### config.mk
export PLATFORM = sky130hd
export DESIGN_NAME = matrix_row_sum_sorter
export DESIGN_NICKNAME = d
export VERILOG_FILES = /design/src/rtl/core/mrss_pkg.sv /design/src/rtl/core/mrss_fifo.sv /design/src/rtl/core/mrss_front.sv /design/src/rtl/core/mrss_back.sv /design/src/rtl/core/matrix_row_sum_sorter.sv
export SDC_FILE = /design/constraint.sdc
export NUM_CORES = 1
export LEC_CHECK = 0
export BUFFER_PORTS_ARGS = -buffer_cell sky130_fd_sc_hd__clkbuf_2
export CAP_MARGIN = 10
export CORE_ASPECT_RATIO = 2
export CORE_MARGIN = 3
export CORE_UTILIZATION = 35
export CTS_BUF_LIST = sky130_fd_sc_hd__clkbuf_2
export DETAILED_ROUTE_END_ITERATION = 12
export GPL_TIMING_DRIVEN = 0
export PLACE_DENSITY = 0.52
export SLEW_MARGIN = 20
export SYNTH_ARGS = -nofsm -noshare
export SYNTH_HDL_FRONTEND = slang
export SYNTH_SLANG_ARGS = --single-unit
export TNS_END_PERCENT = 10
### constraint.sdc
create_clock -name clk -period 11.3 [get_ports clk]
set_input_delay 1.695 -clock clk [delete_from_list [all_inputs] [get_ports clk]]
set_output_delay 1.695 -clock clk [all_outputs]
set_load 0.05 [all_outputs]
### src/rtl/core/mrss_pkg.sv
// shared types, constants and register codes of the row-sum sorter
package mrss_pkg;

	localparam int MAX_ROWS_DEF = 8;
	localparam int MAX_COLS_DEF = 8;

	localparam int VAL_W     = 16;
	localparam int CNT_W     = 4;
	localparam int CFG_IDX_W = 1;

	localparam int JOBQ_DEPTH = 2;
	localparam int OUTQ_DEPTH = 4;

	localparam logic [CFG_IDX_W-1:0] CFG_ROW_COUNT = 1'b0;
	localparam logic [CFG_IDX_W-1:0] CFG_COL_COUNT = 1'b1;

	localparam logic [CNT_W-1:0] COUNT_RESET = 4'd8;

	// counts in use, already clamped to their legal range
	typedef struct packed {
		logic [CNT_W-1:0] rows;
		logic [CNT_W-1:0] cols;
	} cfg_t;

	// one result beat
	typedef struct packed {
		logic [VAL_W-1:0] value;
		logic             row_end;
		logic             matrix_end;
	} beat_t;

endpackage

### src/rtl/core/mrss_fifo.sv
// small first-in first-out queue with occupancy count
module mrss_fifo #(
	parameter int WIDTH = 8,
	parameter int DEPTH = 2,
	localparam int PTR_W = (DEPTH > 1) ? $clog2(DEPTH) : 1,
	localparam int CNT_W = $clog2(DEPTH + 1)
) (
	input  logic             clk,
	input  logic             arst_n,
	input  logic             push,
	input  logic [WIDTH-1:0] wdata,
	output logic             full,
	input  logic             pop,
	output logic [WIDTH-1:0] rdata,
	output logic             empty,
	output logic [CNT_W-1:0] count
);

	logic [WIDTH-1:0] mem_q [DEPTH];
	logic [PTR_W-1:0] wr_ptr_q;
	logic [PTR_W-1:0] rd_ptr_q;
	logic [CNT_W-1:0] count_q;
	logic             do_push;
	logic             do_pop;

	always_comb begin
		full    = (count_q == CNT_W'(DEPTH));
		empty   = (count_q == '0);
		do_push = push & ~full;
		do_pop  = pop & ~empty;
		rdata   = mem_q[rd_ptr_q];
		count   = count_q;
	end

	always_ff @(posedge clk or negedge arst_n) begin
		if (!arst_n) begin
			wr_ptr_q <= '0;
			rd_ptr_q <= '0;
			count_q  <= '0;
		end else begin
			if (do_push) begin
				wr_ptr_q <= (wr_ptr_q == PTR_W'(DEPTH - 1)) ? '0 : wr_ptr_q + PTR_W'(1);
			end
			if (do_pop) begin
				rd_ptr_q <= (rd_ptr_q == PTR_W'(DEPTH - 1)) ? '0 : rd_ptr_q + PTR_W'(1);
			end
			if (do_push && !do_pop) begin
				count_q <= count_q + CNT_W'(1);
			end else if (do_pop && !do_push) begin
				count_q <= count_q - CNT_W'(1);
			end
		end
	end

	always_ff @(posedge clk) begin
		if (do_push) begin
			mem_q[wr_ptr_q] <= wdata;
		end
	end

endmodule

### src/rtl/core/mrss_front.sv
// front part: element loading, row sums and the exchange sort of row order
module mrss_front #(
	parameter int MAX_ROWS = mrss_pkg::MAX_ROWS_DEF,
	parameter int MAX_COLS = mrss_pkg::MAX_COLS_DEF,
	localparam int ROW_W  = $clog2(MAX_ROWS),
	localparam int COL_W  = (MAX_COLS > 1) ? $clog2(MAX_COLS) : 1,
	localparam int ADDR_W = $clog2(MAX_ROWS * MAX_COLS),
	localparam int JOB_W  = ROW_W + 1
) (
	input  logic                                clk,
	input  logic                                arst_n,
	input  mrss_pkg::cfg_t                      cfg,
	input  logic                                cfg_we,
	input  logic                                push,
	output logic                                full,
	input  logic signed [mrss_pkg::VAL_W-1:0]   element_value,
	output logic                                store_we,
	output logic [ADDR_W-1:0]                   store_addr,
	output logic [mrss_pkg::VAL_W-1:0]          store_wdata,
	output logic                                job_push,
	output logic [JOB_W-1:0]                    job_data,
	input  logic                                job_full,
	input  logic                                back_idle
);

	import mrss_pkg::*;

	localparam int SUM_W = VAL_W + $clog2(MAX_COLS);

	typedef enum logic [5:0] {
		ST_LOAD  = 6'b000001,
		ST_SETUP = 6'b000010,
		ST_SCAN  = 6'b000100,
		ST_WRBK  = 6'b001000,
		ST_TAIL  = 6'b010000,
		ST_WAIT  = 6'b100000
	} state_t;

	state_t                   state_q;
	logic [ROW_W-1:0]         r_q;
	logic [COL_W-1:0]         c_q;
	logic [ROW_W-1:0]         i_q;
	logic [ROW_W-1:0]         j_q;
	logic signed [SUM_W-1:0]  acc_q;
	logic signed [SUM_W-1:0]  cur_sum_q;
	logic [ROW_W-1:0]         cur_idx_q;
	// sums and row numbers held by sorted position
	logic signed [SUM_W-1:0]  psum_q [MAX_ROWS];
	logic [ROW_W-1:0]         porder_q [MAX_ROWS];

	logic                     accept;
	logic                     col_last;
	logic                     row_last;
	logic                     i_last;
	logic                     j_last;
	logic signed [SUM_W-1:0]  val_ext;
	logic signed [SUM_W-1:0]  acc_next;
	logic [ROW_W-1:0]         rd_idx;
	logic signed [SUM_W-1:0]  rd_sum;
	logic [ROW_W-1:0]         rd_ord;
	logic                     swap;

	always_comb begin
		full     = (state_q != ST_LOAD);
		accept   = push & ~full;
		col_last = (CNT_W'(c_q) == cfg.cols - CNT_W'(1));
		row_last = (CNT_W'(r_q) == cfg.rows - CNT_W'(1));
		i_last   = (CNT_W'(i_q) == cfg.rows - CNT_W'(2));
		j_last   = (CNT_W'(j_q) == cfg.rows - CNT_W'(1));
		val_ext  = SUM_W'(element_value);
		acc_next = (c_q == '0) ? val_ext : acc_q + val_ext;

		// single read port into the position arrays
		case (state_q)
			ST_SETUP: rd_idx = i_q;
			ST_SCAN:  rd_idx = j_q;
			default:  rd_idx = ROW_W'(cfg.rows - CNT_W'(1));
		endcase
		rd_sum = psum_q[rd_idx];
		rd_ord = porder_q[rd_idx];
		swap   = (state_q == ST_SCAN) && (cur_sum_q > rd_sum);

		store_we    = accept;
		store_addr  = ADDR_W'(r_q * MAX_COLS) + ADDR_W'(c_q);
		store_wdata = element_value;

		job_push = ((state_q == ST_WRBK) || (state_q == ST_TAIL)) && !job_full;
		job_data = (state_q == ST_WRBK) ? {1'b0, cur_idx_q} : {1'b1, rd_ord};
	end

	always_ff @(posedge clk or negedge arst_n) begin
		if (!arst_n) begin
			state_q <= ST_LOAD;
			r_q     <= '0;
			c_q     <= '0;
			i_q     <= '0;
			j_q     <= '0;
			for (int k = 0; k < MAX_ROWS; k++) begin
				porder_q[k] <= ROW_W'(k);
			end
		end else begin
			case (state_q)
				ST_LOAD: begin
					if (cfg_we) begin
						r_q <= '0;
						c_q <= '0;
					end else if (accept) begin
						if (col_last) begin
							c_q <= '0;
							if (row_last) begin
								r_q     <= '0;
								i_q     <= '0;
								state_q <= (cfg.rows == CNT_W'(1)) ? ST_TAIL : ST_SETUP;
							end else begin
								r_q <= r_q + ROW_W'(1);
							end
						end else begin
							c_q <= c_q + COL_W'(1);
						end
					end
				end
				ST_SETUP: begin
					j_q     <= i_q + ROW_W'(1);
					state_q <= ST_SCAN;
				end
				ST_SCAN: begin
					if (swap) begin
						porder_q[j_q] <= cur_idx_q;
					end
					if (j_last) begin
						state_q <= ST_WRBK;
					end else begin
						j_q <= j_q + ROW_W'(1);
					end
				end
				ST_WRBK: begin
					if (!job_full) begin
						porder_q[i_q] <= cur_idx_q;
						if (i_last) begin
							state_q <= ST_TAIL;
						end else begin
							i_q     <= i_q + ROW_W'(1);
							state_q <= ST_SETUP;
						end
					end
				end
				ST_TAIL: begin
					if (!job_full) begin
						state_q <= ST_WAIT;
					end
				end
				ST_WAIT: begin
					if (back_idle) begin
						state_q <= ST_LOAD;
						for (int k = 0; k < MAX_ROWS; k++) begin
							porder_q[k] <= ROW_W'(k);
						end
					end
				end
				default: begin
					state_q <= ST_LOAD;
				end
			endcase
		end
	end

	always_ff @(posedge clk) begin
		case (state_q)
			ST_LOAD: begin
				if (accept && !cfg_we) begin
					acc_q <= acc_next;
					if (col_last) begin
						psum_q[r_q] <= acc_next;
					end
				end
			end
			ST_SETUP: begin
				cur_sum_q <= rd_sum;
				cur_idx_q <= rd_ord;
			end
			ST_SCAN: begin
				if (swap) begin
					psum_q[j_q] <= cur_sum_q;
					cur_sum_q   <= rd_sum;
					cur_idx_q   <= rd_ord;
				end
			end
			ST_WRBK: begin
				if (!job_full) begin
					psum_q[i_q] <= cur_sum_q;
				end
			end
			default: begin
			end
		endcase
	end

endmodule

### src/rtl/core/mrss_back.sv
// back part: element store, row read-out and result queue
module mrss_back #(
	parameter int MAX_ROWS = mrss_pkg::MAX_ROWS_DEF,
	parameter int MAX_COLS = mrss_pkg::MAX_COLS_DEF,
	localparam int ROW_W  = $clog2(MAX_ROWS),
	localparam int COL_W  = (MAX_COLS > 1) ? $clog2(MAX_COLS) : 1,
	localparam int ADDR_W = $clog2(MAX_ROWS * MAX_COLS),
	localparam int JOB_W  = ROW_W + 1
) (
	input  logic                         clk,
	input  logic                         arst_n,
	input  mrss_pkg::cfg_t               cfg,
	input  logic                         store_we,
	input  logic [ADDR_W-1:0]            store_addr,
	input  logic [mrss_pkg::VAL_W-1:0]   store_wdata,
	input  logic                         job_empty,
	input  logic [JOB_W-1:0]             job_data,
	output logic                         job_pop,
	output logic                         busy,
	output logic                         empty,
	input  logic                         pop,
	output mrss_pkg::beat_t              beat
);

	import mrss_pkg::*;

	localparam int DEPTH = MAX_ROWS * MAX_COLS;
	localparam int OQ_CW = $clog2(OUTQ_DEPTH + 1);

	logic [VAL_W-1:0] mem_q [DEPTH];

	logic             busy_q;
	logic [ROW_W-1:0] src_q;
	logic             last_q;
	logic [COL_W-1:0] col_q;

	logic             v_s1;
	beat_t            beat_s1;

	logic             col_last;
	logic             issue;
	logic [ADDR_W-1:0] rd_addr;
	logic [OQ_CW-1:0] oq_count;
	logic             oq_full;

	always_comb begin
		col_last = (CNT_W'(col_q) == cfg.cols - CNT_W'(1));
		// room left once the beat in flight has landed
		issue    = busy_q && ((OQ_CW + 1)'(oq_count) + (OQ_CW + 1)'(v_s1)
			< (OQ_CW + 1)'(OUTQ_DEPTH));
		job_pop  = !job_empty && (!busy_q || (issue && col_last));
		rd_addr  = ADDR_W'(src_q * MAX_COLS) + ADDR_W'(col_q);
		busy     = busy_q;
	end

	always_ff @(posedge clk) begin
		if (store_we) begin
			mem_q[store_addr] <= store_wdata;
		end
		if (issue) begin
			beat_s1.value      <= mem_q[rd_addr];
			beat_s1.row_end    <= col_last;
			beat_s1.matrix_end <= col_last && last_q;
		end
	end

	always_ff @(posedge clk or negedge arst_n) begin
		if (!arst_n) begin
			busy_q <= 1'b0;
			src_q  <= '0;
			last_q <= 1'b0;
			col_q  <= '0;
			v_s1   <= 1'b0;
		end else begin
			v_s1 <= issue;
			if (job_pop) begin
				busy_q <= 1'b1;
				src_q  <= job_data[ROW_W-1:0];
				last_q <= job_data[JOB_W-1];
				col_q  <= '0;
			end else if (issue) begin
				if (col_last) begin
					busy_q <= 1'b0;
				end else begin
					col_q <= col_q + COL_W'(1);
				end
			end
		end
	end

	mrss_fifo #(
		.WIDTH ($bits(beat_t)),
		.DEPTH (OUTQ_DEPTH)
	) u_outq (
		.clk    (clk),
		.arst_n (arst_n),
		.push   (v_s1),
		.wdata  (beat_s1),
		.full   (oq_full),
		.pop    (pop),
		.rdata  (beat),
		.empty  (empty),
		.count  (oq_count)
	);

	// credit check above keeps the queue from overflowing
	logic unused_full;
	assign unused_full = oq_full;

endmodule

### src/rtl/core/matrix_row_sum_sorter.sv
// top level of the matrix row-sum sorter
// The block takes a matrix of rows x cols signed Q8.8 elements in row-major
// order, one beat per cycle, and returns the same matrix with its rows in
// ascending order of their exact row sums; rows with equal sums keep the
// order an exchange sort over all position pairs leaves them in. Each result
// beat carries row_end on the last element of a row and matrix_end on the last
// element of the matrix. Loading runs at one element per cycle while full is
// low. After the last element a sequencer walks the position pairs with one
// compare per cycle: per position i it takes a setup step, a compare with each
// later position and a write-back step that waits on a full job queue. Every
// finished position is handed through a two-entry job queue to the read-out
// side, which reads the element store into a four-beat result queue at one
// element per cycle while that queue has room, so emission overlaps the rest
// of the sort. full stays high from the last element until the last element
// of the sorted matrix has been read from the store; the next matrix then
// loads at once. Row and column counts are written through cfg_we/cfg_index/
// cfg_data; zero reads as one and values above the maximum as the maximum. A
// write restarts any partly loaded matrix.
module matrix_row_sum_sorter #(
	parameter int MAX_ROWS = mrss_pkg::MAX_ROWS_DEF,
	parameter int MAX_COLS = mrss_pkg::MAX_COLS_DEF
) (
	input  logic                                clk,
	input  logic                                arst_n,
	input  logic                                push,
	output logic                                full,
	input  logic signed [mrss_pkg::VAL_W-1:0]   element_value,
	output logic                                empty,
	input  logic                                pop,
	output logic signed [mrss_pkg::VAL_W-1:0]   out_value,
	output logic                                row_end,
	output logic                                matrix_end,
	input  logic                                cfg_we,
	input  logic [mrss_pkg::CFG_IDX_W-1:0]      cfg_index,
	input  logic [mrss_pkg::CNT_W-1:0]          cfg_data
);

	import mrss_pkg::*;

	localparam int ROW_W  = $clog2(MAX_ROWS);
	localparam int ADDR_W = $clog2(MAX_ROWS * MAX_COLS);
	localparam int JOB_W  = ROW_W + 1;

	// raw register contents, clamped below
	logic [CNT_W-1:0] row_count_q;
	logic [CNT_W-1:0] col_count_q;
	cfg_t             cfg;

	// store write port, front to back
	logic              store_we;
	logic [ADDR_W-1:0] store_addr;
	logic [VAL_W-1:0]  store_wdata;

	// job queue between the sort and the read-out
	logic              job_push;
	logic [JOB_W-1:0]  job_wdata;
	logic              job_full;
	logic              job_pop;
	logic [JOB_W-1:0]  job_rdata;
	logic              job_empty;

	logic              back_busy;
	logic              back_idle;
	beat_t             beat;

	always_ff @(posedge clk or negedge arst_n) begin
		if (!arst_n) begin
			row_count_q <= COUNT_RESET;
			col_count_q <= COUNT_RESET;
		end else if (cfg_we) begin
			case (cfg_index)
				CFG_ROW_COUNT: row_count_q <= cfg_data;
				CFG_COL_COUNT: col_count_q <= cfg_data;
				default: begin
				end
			endcase
		end
	end

	always_comb begin
		// zero counts as one, above the maximum saturates
		if (row_count_q == '0) begin
			cfg.rows = CNT_W'(1);
		end else if (row_count_q > CNT_W'(MAX_ROWS)) begin
			cfg.rows = CNT_W'(MAX_ROWS);
		end else begin
			cfg.rows = row_count_q;
		end
		if (col_count_q == '0) begin
			cfg.cols = CNT_W'(1);
		end else if (col_count_q > CNT_W'(MAX_COLS)) begin
			cfg.cols = CNT_W'(MAX_COLS);
		end else begin
			cfg.cols = col_count_q;
		end
		// the store may be overwritten once every read of it is issued
		back_idle  = job_empty & ~back_busy;
		out_value  = beat.value;
		row_end    = beat.row_end;
		matrix_end = beat.matrix_end;
	end

	mrss_front #(
		.MAX_ROWS (MAX_ROWS),
		.MAX_COLS (MAX_COLS)
	) u_front (
		.clk           (clk),
		.arst_n        (arst_n),
		.cfg           (cfg),
		.cfg_we        (cfg_we),
		.push          (push),
		.full          (full),
		.element_value (element_value),
		.store_we      (store_we),
		.store_addr    (store_addr),
		.store_wdata   (store_wdata),
		.job_push      (job_push),
		.job_data      (job_wdata),
		.job_full      (job_full),
		.back_idle     (back_idle)
	);

	mrss_fifo #(
		.WIDTH (JOB_W),
		.DEPTH (JOBQ_DEPTH)
	) u_jobq (
		.clk    (clk),
		.arst_n (arst_n),
		.push   (job_push),
		.wdata  (job_wdata),
		.full   (job_full),
		.pop    (job_pop),
		.rdata  (job_rdata),
		.empty  (job_empty),
		.count  ()
	);

	mrss_back #(
		.MAX_ROWS (MAX_ROWS),
		.MAX_COLS (MAX_COLS)
	) u_back (
		.clk         (clk),
		.arst_n      (arst_n),
		.cfg         (cfg),
		.store_we    (store_we),
		.store_addr  (store_addr),
		.store_wdata (store_wdata),
		.job_empty   (job_empty),
		.job_data    (job_rdata),
		.job_pop     (job_pop),
		.busy        (back_busy),
		.empty       (empty),
		.pop         (pop),
		.beat        (beat)
	);

	// the last beat of a matrix always closes a row
	a_mend_row_end: assert property (@(posedge clk) disable iff (!arst_n)
		(!empty && matrix_end) |-> row_end)
		else $error("matrix end without row end");

	// the sort never pushes a job into a full queue
	a_job_no_overflow: assert property (@(posedge clk) disable iff (!arst_n)
		job_push |-> !job_full)
		else $error("job pushed into full queue");

	// read-out starts only on a job taken from the queue
	a_busy_from_job: assert property (@(posedge clk) disable iff (!arst_n)
		$rose(back_busy) |-> $past(job_pop))
		else $error("read-out started without a job");

	// loading only while no read of the store is pending
	a_load_safe: assert property (@(posedge clk) disable iff (!arst_n)
		!full |-> (job_empty && !back_busy))
		else $error("loading while store reads pending");

endmodule

[Word-level counts from Yosys, hierarchy flattened]
Memory sizes are Yosys's and may differ from the RTL's. A register that Yosys moved wholly into a read port is not among the register bits.
Index checks and enable logic that the tools add are counted.
Storage, ports and cells
  register bits: 109
  RAM bits: 1256
  input bits: 26
  output and inout port bits: 20
  word-level logic and storage cells: 246
  memories kept: 4
Cells by class
  add/sub/neg operators: 20
  magnitude comparators: 9
  equality and inequality tests: 29
  muxes and demuxes: 87
  bitwise operators: 16
  reduce and logical (&&, ||, !) cells: 52
Memories
  u_back.mem_q: depth 64, width 16, rd ports 1, clocked after Yosys merged registers in 1, write ports 1, line mrss_back.sv:30  | logic [VAL_W-1:0] mem_q [DEPTH];
  u_front.psum_q: depth 8, width 19, rd ports 1, clocked after Yosys merged registers in 0, write ports 1, line mrss_front.sv:48  | logic signed [SUM_W-1:0] psum_q [MAX_ROWS];
  u_back.u_outq.mem_q: depth 4, width 18, rd ports 1, clocked after Yosys merged registers in 0, write ports 1, line mrss_fifo.sv:19  | logic [WIDTH-1:0] mem_q [DEPTH];
  u_jobq.mem_q: depth 2, width 4, rd ports 1, clocked after Yosys merged registers in 1, write ports 1, line mrss_fifo.sv:19
Operators by type and width (number)
  $mux 3: 26
  $mux 19: 4
  $mux 24: 3
  $pmux 24 s3: 1
  $bwmux 24: 2
  $mux 6: 8
  $pmux 19 s2: 1
  $reduce_or 19->1: 2
  $pmux 6 s6: 1
  $pmux 3 s2: 4
  $mux 1: 23
  $eq 3x4->1: 5
  $mux 4: 5
  $add 19x16->19: 1
  $gt 19x19->1: 1
  $add 3x1->3 const B: 6
  $demux 3 s3: 2
  $reduce_and 2->1: 8
  $reduce_bool 2->1: 8
  $ne 2x2->1 const B: 7
  $logic_and 1x1->1: 13
  $add 6x3->6: 2
  $ge 4x4->1 const B: 3
  $not 3->4: 3
  other kinds (36): 74

[Logic depth before layout (Yosys ltp)]
Gate-level depths: netlist (run 1).
An unclocked memory read counts as a cell.
  depth after elaboration: 14
  mapped depth: 21

[By module]
A second synthesis (run 1) with hierarchy kept.
Unflattened totals
  cell total of the unflattened synthesis: 3167
  area, all modules: 56878.3 µm²
Modules (own cells, without submodules)
  mrss_back: instances 1, cells each 1857, area each 40492.6 µm²
  mrss_front: instances 1, cells each 1119, area each 12475.7 µm²
  mrss_fifo (u_back.u_outq): instances 1, cells each 131, area each 3034.2 µm²
  mrss_fifo (u_jobq): instances 1, cells each 31, area each 481.7 µm²
  matrix_row_sum_sorter: instances 1, cells each 29, area each 394.1 µm²

[Least setup slack after synthesis (run 1)]
Ideal clock, no wire load.
  path type: reg2reg
  start point: reg row_count_q[1]
  end point: mem u_front.psum_q[2][0] (netlist name), enable pin
  setup time: 0.419 ns
  arrival: 5.963 ns
  data required time: 10.881 ns
  setup slack: 4.918 ns
  cell stages (with the launch flop): 21
  buffers on the path: 3
  path through: dfrtp_1 -> o21ba_2 -> nor2_1 -> inv_1 -> ha_1 -> xor2_1 -> nor3_1 -> a221o_1 -> buf_6 -> buf_1 -> buf_2 -> mux2i_1 -> ha_1 -> and3_1 -> a221o_1 -> a221oi_1 -> nor2_1 -> nor2_1 -> mux2i_1 -> a21oi_1 -> nor3_1
Between the ends
  longest elaborated chain between the ends: 14
Ends and longest elaborated chain
  start, declared: line matrix_row_sum_sorter.sv:45  | logic [CNT_W-1:0] row_count_q;
  start signal, assigned: line matrix_row_sum_sorter.sv:72  | CFG_ROW_COUNT: row_count_q <= cfg_data;
  $gt 4x4->1: line matrix_row_sum_sorter.sv:84  | end else if (row_count_q > CNT_W'(MAX_ROWS)) begin
  $mux 4: line matrix_row_sum_sorter.sv:84
  $mux 4 (*): line matrix_row_sum_sorter.sv:82  | if (row_count_q == '0) begin
  $sub 4x1->4 (*)
  $pmux 3 s2 (*): line mrss_front.sv:74  | case (state_q)
  $mem_v2 8x19 (*)
  $gt 19x19->1 (*): line mrss_front.sv:81  | swap = (state_q == ST_SCAN) && (cur_sum_q > rd_sum);
  $logic_and 1x1->1 (*): line mrss_front.sv:81
  $mux 1 (*): line mrss_front.sv:182  | if (swap) begin
  $mux 1 (*): line mrss_front.sv:168  | case (state_q)
  $mux 1 (implied by the code) (*): line mrss_front.sv:183  | psum_q[j_q] <= cur_sum_q;
  $reduce_or 19->1 (no source line)
  $mux 3 (no source line) / $mux 1 (equally long branches) (2 in a row)
  end, declared: line mrss_front.sv:48
Every way passes the cells marked *; elsewhere a longest branch is shown, timed or not.

[Final worst setup path (run 1)]
  start point: reg row_count_q[1]
  end point: mem u_front.psum_q[5][17] (netlist name), enable pin
Same word-level chain as after synthesis.

==> results of run 1 <==
final timing paths:
kind / startpoint / end / slack, ps / cells past startpoint
min: arst_n / u_back.u_outq.rd_ptr_q[1] / 250 / 1
max reg2reg: row_count_q[1] / u_front.psum_q[5][17] / 3340 / 22
max: row_count_q[1] / u_front.psum_q[5][17] / 3340 / 22
min reg2reg: u_jobq.wr_ptr_q / u_jobq.wr_ptr_q / 490 / 1
max in group asynchronous: arst_n / asynchronous set/reset pin / 10300 / 2
min in group clk: u_jobq.wr_ptr_q / u_jobq.wr_ptr_q / 490 / 1
sequential cells by signal, indices dropped and copies added, names as in the netlist, 2 cells and up, named ones only:
signal                  flops
u_front.c_q                 3
col_count_q                 4
u_back.mem_q             1024
u_front.acc_q              19
u_front.j_q                 3
u_back.u_outq.count         3
u_front.i_q                 3
u_back.u_outq.rd_ptr_q      2
u_back.src_q                3
u_back.u_outq.wr_ptr_q      2
u_jobq.count                2
u_front.cur_sum_q          19
u_back.col_q                3
u_jobq.mem_q                8
u_front.state_q             6
u_back.u_outq.mem_q        72
u_front.r_q                 3
u_front.cur_idx_q           3
row_count_q                 4
u_back.beat_s1             18
u_front.psum_q            152
final cells by class:
class	count	area share (%)
well taps	2080	4.15
clock inverters	89	0.914
repair buffers	140	2.46
diodes	25	0.0998
multi-input cells	1064	22.0
clock buffers	427	3.41
flip-flops and latches	1385	65.8
plain buffers	134	0.876
inverters	48	0.287
cells in the mapped netlist, types with 8 or more instances:
| master | instances |
|---|---|
| nand2_1 | 62 |
| clkbuf_1 | 84 |
| mux2i_1 | 25 |
| dfrtp_1 | 55 |
| mux4_2 | 398 |
| mux2_2 | 35 |
| nor3_1 | 20 |
| dfstp_2 | 15 |
| buf_2 | 8 |
| xnor2_1 | 25 |
| nand3_1 | 15 |
| nor2b_1 | 12 |
| edfxtp_1 | 1315 |
| o21ai_0 | 44 |
| nor2_1 | 123 |
| a32o_1 | 12 |
| ha_1 | 55 |
| xor2_1 | 15 |
| a21oi_1 | 47 |
| and2_1 | 10 |
| buf_1 | 36 |
| inv_1 | 47 |
| o22ai_1 | 11 |
| a21o_1 | 13 |
| o2bb2ai_1 | 9 |
| nand2b_1 | 16 |
metrics by stage:
stage,power [µW],hold WS [ps],setup slack (ps)
3_3_place_gp,11400,473,1150
3_5_place_dp,11500,477,3130
6_report,14400,247,3340
4_1_cts,14700,62.4,3030
2_1_floorplan,9470,442,4920
5_1_grt,15100,120,2880
report_power, final:
group / leakage (µW) / total (µW) / internal (µW) / switching (µW)
sequential: 0.0127 / 6270 / 6140 / 131
clock: 0.00205 / 3120 / 1180 / 1940
combinational: 0.00558 / 4990 / 1960 / 3030
cell families after synthesis:
logic type                 synth area share [%]
DFF                                        74.3
muxes                                      17.4
and+or+nand+nor                            2.60
AOI/OAI and AO/OA                          2.45
buffers and inverters                      1.30
adders and majority gates                  1.31
xor gates and xnor gates                  0.631
layer usage:
metal	global-route usage, %	up-vias	part of all wire [%]
li1	-	12048	-
met1	16.8	14805	31
met2	36.3	879	59
met3	3.07	322	4.4
met4	11.7	2	6.3
met5	0	-	0.0047
worst max-delay path: cells and delay by family, from the launching register on:
family          cells  cell delay (ps)
compound gates      6             1930
xor+xnor            1              210
fa+ha+maj           2              510
buf+inv             6             2010
flops               1              440
mux                 1              370
simple gates        6             2130
==> metrics.yaml, run 1 <==
status: "complete, no violations"
synth_edf_count: 1315
final_common_cell: "edfxtp_1"
path_clk_slew_ps: 120
gp_congestion: 0.835
multi_input_area_mm2: 0.0138
ir_worst_vdd_mv: 0.0792
drc: 0
hold_viol: 0
critPathArrivalTime_ps: 9000
dieArea_mm2: 0.164
drive_gt1_share_pct: 35.4
avgSynthCellArea_um2: 21.1
tns_ps: 0
synth_top_area_cell: "edfxtp_1"
finalClockSkew_ps: 153
wirelength_mm: 149
final_util_pct: 39.8
synth_async_sr_flop_share_pct: 5.05
max_slew_margin_pct: 19.7
rows: 206
drt_iter0_drc: 1881
numCtsBuffers: 310
viasPerCell: 5.20
postSynthCellCount: 2631
synth.top_cell.area_share_pct: 71.1
fin_crit_sh_pct: 70.5
critical_path_class: "flop to flop"
cts_tree: "done"
cts_setup_buffers: 0
antenna_found_initial: 14
power.density_mw_per_mm2: 230
die_y_um: 569
grt_pass1_wl_mm: 215
synth_area_mm2: 0.0555
yosysUniqueCellTypes: 73
finalInstanceArea_mm2: 0.0627
cap_viol_max_count: 0
clk_path_buf_depth: 4
pin_count: 46
synth_nets: 2714
final_cells: 5392
p_leak_uw: 0.0203
overflow: 0
final_cell_mix: "edfxtp_1, clkbuf_2, mux4_2, clkbuf_1, nor2_2"
cts.sinks: 1385
drt_pass1_iterations: 7
start_util_pct: 35.3
wl_per_cell_um: 27.7
dr_total_vias: 28056
grt_usage_pct: 18.3
crit_chain: "o21ba_2 > nor2_1 > inv_1 > ha_1 > xor2_1 > nor3_1 > a221o_1 > buf_6 > buf_1 > buf_2 > mux2i_1 > ha_1 > and3_1 > a221o_1 > a221oi_1 > nor2_1 > nor2_1 > o22ai_1 > a31o_2 > nor3_2 > buf_4 > buf_4"
slew_viol_final: 0
grt_pass1_vias: 31214
ys_ff_latch: 1385
synth-seq-area-share_pct: 74.3
cts_hold_buffers: 0
crit_path_max_fanout: 10
rsz0062_at_grt: "false"
synth_warnings: 0
die_x_um: 288
grt_max_degree: 67
coreArea_mm2: 0.157
place_area_mm2: 0.0599
crit_path_end_kind: "flop"
portBuffers: 44
critPathMaxStageDelay_ps: 690
cts_resized: 0
area_delta_synth_final_pct: 12.9
seq_area_mm2: 0.0413
fill_cells: 14145
cts-root-buf: "clkbuf_2"
critPathMostFrequentCell: "nor2_1"
place_inst: 4851
hp-class: "primary input to asynchronous set/reset pin"
synth-main-ff-cell: "edfxtp_1"
setup_viol: 0
nets: 3166
required_ps: 12340
ant_nets: 0
slowest_stage: "buf_1"
finalCriticalPeriod_ps: 7960
worstMarginPinSlew_ps: 1200
dp_hpwl_mm: 108
max_freq_mhz: 126
critPathLaunchType: "flop"
cts_htree_levels: 5
clk_latency_ps: 1450
yosys-top-cells-area: "edfxtp_1, mux4_2, dfrtp_1"
(Power assumes the default switching activity.)
==> run 2: changes to the inputs <==
--- a/config.mk
+++ b/config.mk
@@ -13,7 +13,7 @@
 export CTS_BUF_LIST = sky130_fd_sc_hd__clkbuf_2
 export DETAILED_ROUTE_END_ITERATION = 12
 export GPL_TIMING_DRIVEN = 0
-export PLACE_DENSITY = 0.52
+export PLACE_DENSITY = 0.54
 export SLEW_MARGIN = 20
 export SYNTH_ARGS = -nofsm -noshare
 export SYNTH_HDL_FRONTEND = slang
==> constraint.sdc (replaced) <==
create_clock -name clk -period 7 [get_ports clk]
set_input_delay 1.05 -clock clk [delete_from_list [all_inputs] [get_ports clk]]
set_output_delay 1.05 -clock clk [all_outputs]
set_load 0.05 [all_outputs]
==> run 2 against run 1 <==
Maximum frequency is 17% higher. Clock skew is 30 ps lower. Global-route usage is 0.17 points lower. Utilization is 0.27 points higher. Register-to-register slack worse by 3200 ps. Critical path type unchanged.
==> metrics.yaml, run 2 (synthesis results as in run 1) <==
power_switching_uw: 8220  # +61%
dp_hpwl_mm: 104  # -3.3%
crit_path_end_kind: "flop"
drive_gt1_share_pct: 35.7  # +0.30 points
finalClockSkew_ps: 123  # -29.9 ps
dieArea_mm2: 0.164  # unchanged
path_clk_slew_ps: 140  # +20 ps
finalInstanceArea_mm2: 0.0631  # +0.67%
final_common_cell: "edfxtp_1"
ff2ff_path_depth: 21  # -4.5%
seq_power_share_pct: 43.4  # -0.2 points
ir_worst_vdd_mv: 0.174  # +120%
hold_viol: 0  # unchanged
clk_path_buf_depth: 4  # unchanged
place_area_mm2: 0.0598  # about the same
overflow: 0  # unchanged
final_cell_mix: "edfxtp_1, clkbuf_2, mux4_2, clkbuf_1, nor2_2"
place_inst: 4850  # -0.021%
clk_latency_ps: 1450  # about the same
cap_viol_max_count: 0  # unchanged
critPathLaunchType: "flop"
cts.sinks: 1385  # unchanged
rows: 206  # unchanged
p_leak_uw: 0.0206  # +1.0%
required_ps: 8080  # -4260 ps
gp_congestion: 0.866  # +3.8%
area_delta_synth_final_pct: 13.6
p_int_uw: 15100  # +63%
numCtsBuffers: 303  # -2.3%
grt_pass1_wl_mm: 215  # about the same
nets: 3187  # +0.66%
finalPower_uw: 23400  # +62%
reg2reg_slack_ps: 170  # -3170 ps
largest_reg_flops: 1024  # unchanged
portBuffers: 44  # unchanged
max_slew_margin_pct: 24.5  # +4.8 points
setup_viol: 0  # unchanged
netSwitchingFraction_pct: 35.2  # -0.30 points
ant_nets: 0  # unchanged
critPathArrivalTime_ps: 7910  # -1090 ps
grt_max_degree: 71  # +6.0%
rsz0062_at_grt: "false"
antenna_found_initial: 7  # -7
status: "complete, no violations"
pin_count: 46  # unchanged
grt_usage_pct: 18.2  # -0.17 points
die_x_um: 288  # unchanged
worstMarginPinSlew_ps: 1130  # -72.0 ps
drt_pass1_iterations: 5  # -2
cts_htree_levels: 5  # unchanged
wirelength_mm: 148  # -1.0%
grt_pass1_vias: 31169  # -0.14%
cts-root-buf: "clkbuf_2"
wl_per_cell_um: 27.3  # -1.3%
largestRegisters: "u_back.mem_q (1024), u_front.psum_q (152), u_back.u_outq.mem_q (72)"
critical_path_class: "flop to flop"
drt_iter0_drc: 1968  # +4.6%
critPathMostFrequentCell: "buf_4"
die_y_um: 569  # unchanged
dr_total_vias: 28215  # +0.57%
coreArea_mm2: 0.157  # unchanged
hp-class: "primary input to asynchronous set/reset pin"
final_cells: 5408  # +0.30%
crit_chain: "buf_6 > or4_4 > nor3b_4 > buf_12 > buf_4 > nor3b_1 > a221o_2 > buf_6 > mux4_2 > mux2i_1 > ha_1 > and3_1 > a221o_1 > a221oi_2 > nor2_1 > nor2_4 > o22ai_1 > a31o_2 > nor3_4 > buf_4 > buf_4"
clockPowerShare_pct: 22.1  # +0.4 points
regMostFlops: "u_back.mem_q"
finalCriticalPeriod_ps: 6830  # -1130 ps
drc: 0  # unchanged
max_freq_mhz: 146  # +17%
cts_tree: "done"
viasPerCell: 5.22  # +0.27%
critPathMaxStageDelay_ps: 510  # -180 ps
r2r-start: "u_front.state_q[4]"
fin_crit_sh_pct: 97.6  # +27 points
pwr-share-comb_pct: 34.5  # -0.2 points
slowest_stage: "or4_4"
slew_viol_final: 0  # unchanged
crit_path_max_fanout: 10  # unchanged
power.density_mw_per_mm2: 370  # +61%
r2r_end: "u_front.psum_q[3][6]"
start_util_pct: 35.3  # unchanged
## run 2: how the worst max path moves through the flow
stage | start | endpoint | slack (ps) | cells past startpoint
after global routing | u_front.state_q[4] | u_front.psum_q[3][13] | 20 | 21
after floorplan | row_count_q[1] | u_front.psum_q[2][0] | 620 | 20
after CTS | row_count_q[3] | u_front.psum_q[0][14] | 40 | 20
after detailed placement | row_count_q[2] | u_front.psum_q[7][11] | -1240 | 22
final | u_front.state_q[4] | u_front.psum_q[3][6] | 170 | 21
after global placement | u_front.state_q[4] | u_front.psum_q[1][11] | -3470 | 18
## run 2: routing by layer
layer | track usage, % | share of wire (%) | wire [µm] | vias to the layer above
met4 | 11.1 | 6.3 | 9360 | 0
li1 | - | - | - | 12094
met3 | 2.75 | 4.2 | 6150 | 361
met1 | 17.4 | 32 | 46600 | 14829
met2 | 35.5 | 58 | 85600 | 931
met5 | 0 | 0 | 0 | -
## run 2: layout make-up
class                           count  area, µm²
Antenna cell                       18       45.0
Buffer                            132        564
Clock buffer                      423       2120
Clock inverter                     88        676
Fill cell                       14054      94400
Inverter                           48        180
Multi-Input combinational cell   1064      13800
Sequential cell                  1385      41300
Tap cell                         2080       2600
Timing Repair Buffer              170       1800
## run 2: power by group through the flow
stage | Sequential, µW | Combinational, µW | Clock [µW]
2_1_floorplan | 10200 | 5050 | 0
3_3_place_gp | 10300 | 7930 | 0
3_5_place_dp | 10300 | 8160 | 0
4_1_cts | 10100 | 8230 | 5380
5_1_grt | 10200 | 8500 | 5750
6_report | 10100 | 8060 | 5170
## run 2: per-stage QoR
stage                     util [%]  setup TNS (ps)  hold slack [ps]  setup slack, ps
after floorplan                  -               0              442              618
after global placement        37.0         -642900              474            -3470
after detailed placement      38.0         -214350              476            -1240
after CTS                     40.0               0             17.0             42.3
after global routing          40.1               0             86.1             20.9
final                         40.1               0              181              167
## run 2: timing repair
item                                   4_1_cts  5_1_grt
hold buffers                                24        0
pin swaps                                    3        4
buffers inserted                             3        4
gates resized for setup                     19        6
setup endpoints to repair                  328       81
endpoints found under the hold margin      256        0
## run 2: critical path, delay by kind of cell (launching register included)
kind / cells / cell delay, ps
and+or+nand+nor: 7 / 1980
AOI/OAI and AO/OA: 5 / 1750
buffers and inverters: 6 / 1190
muxes: 2 / 770
DFF: 1 / 410
adders and majority gates: 1 / 300
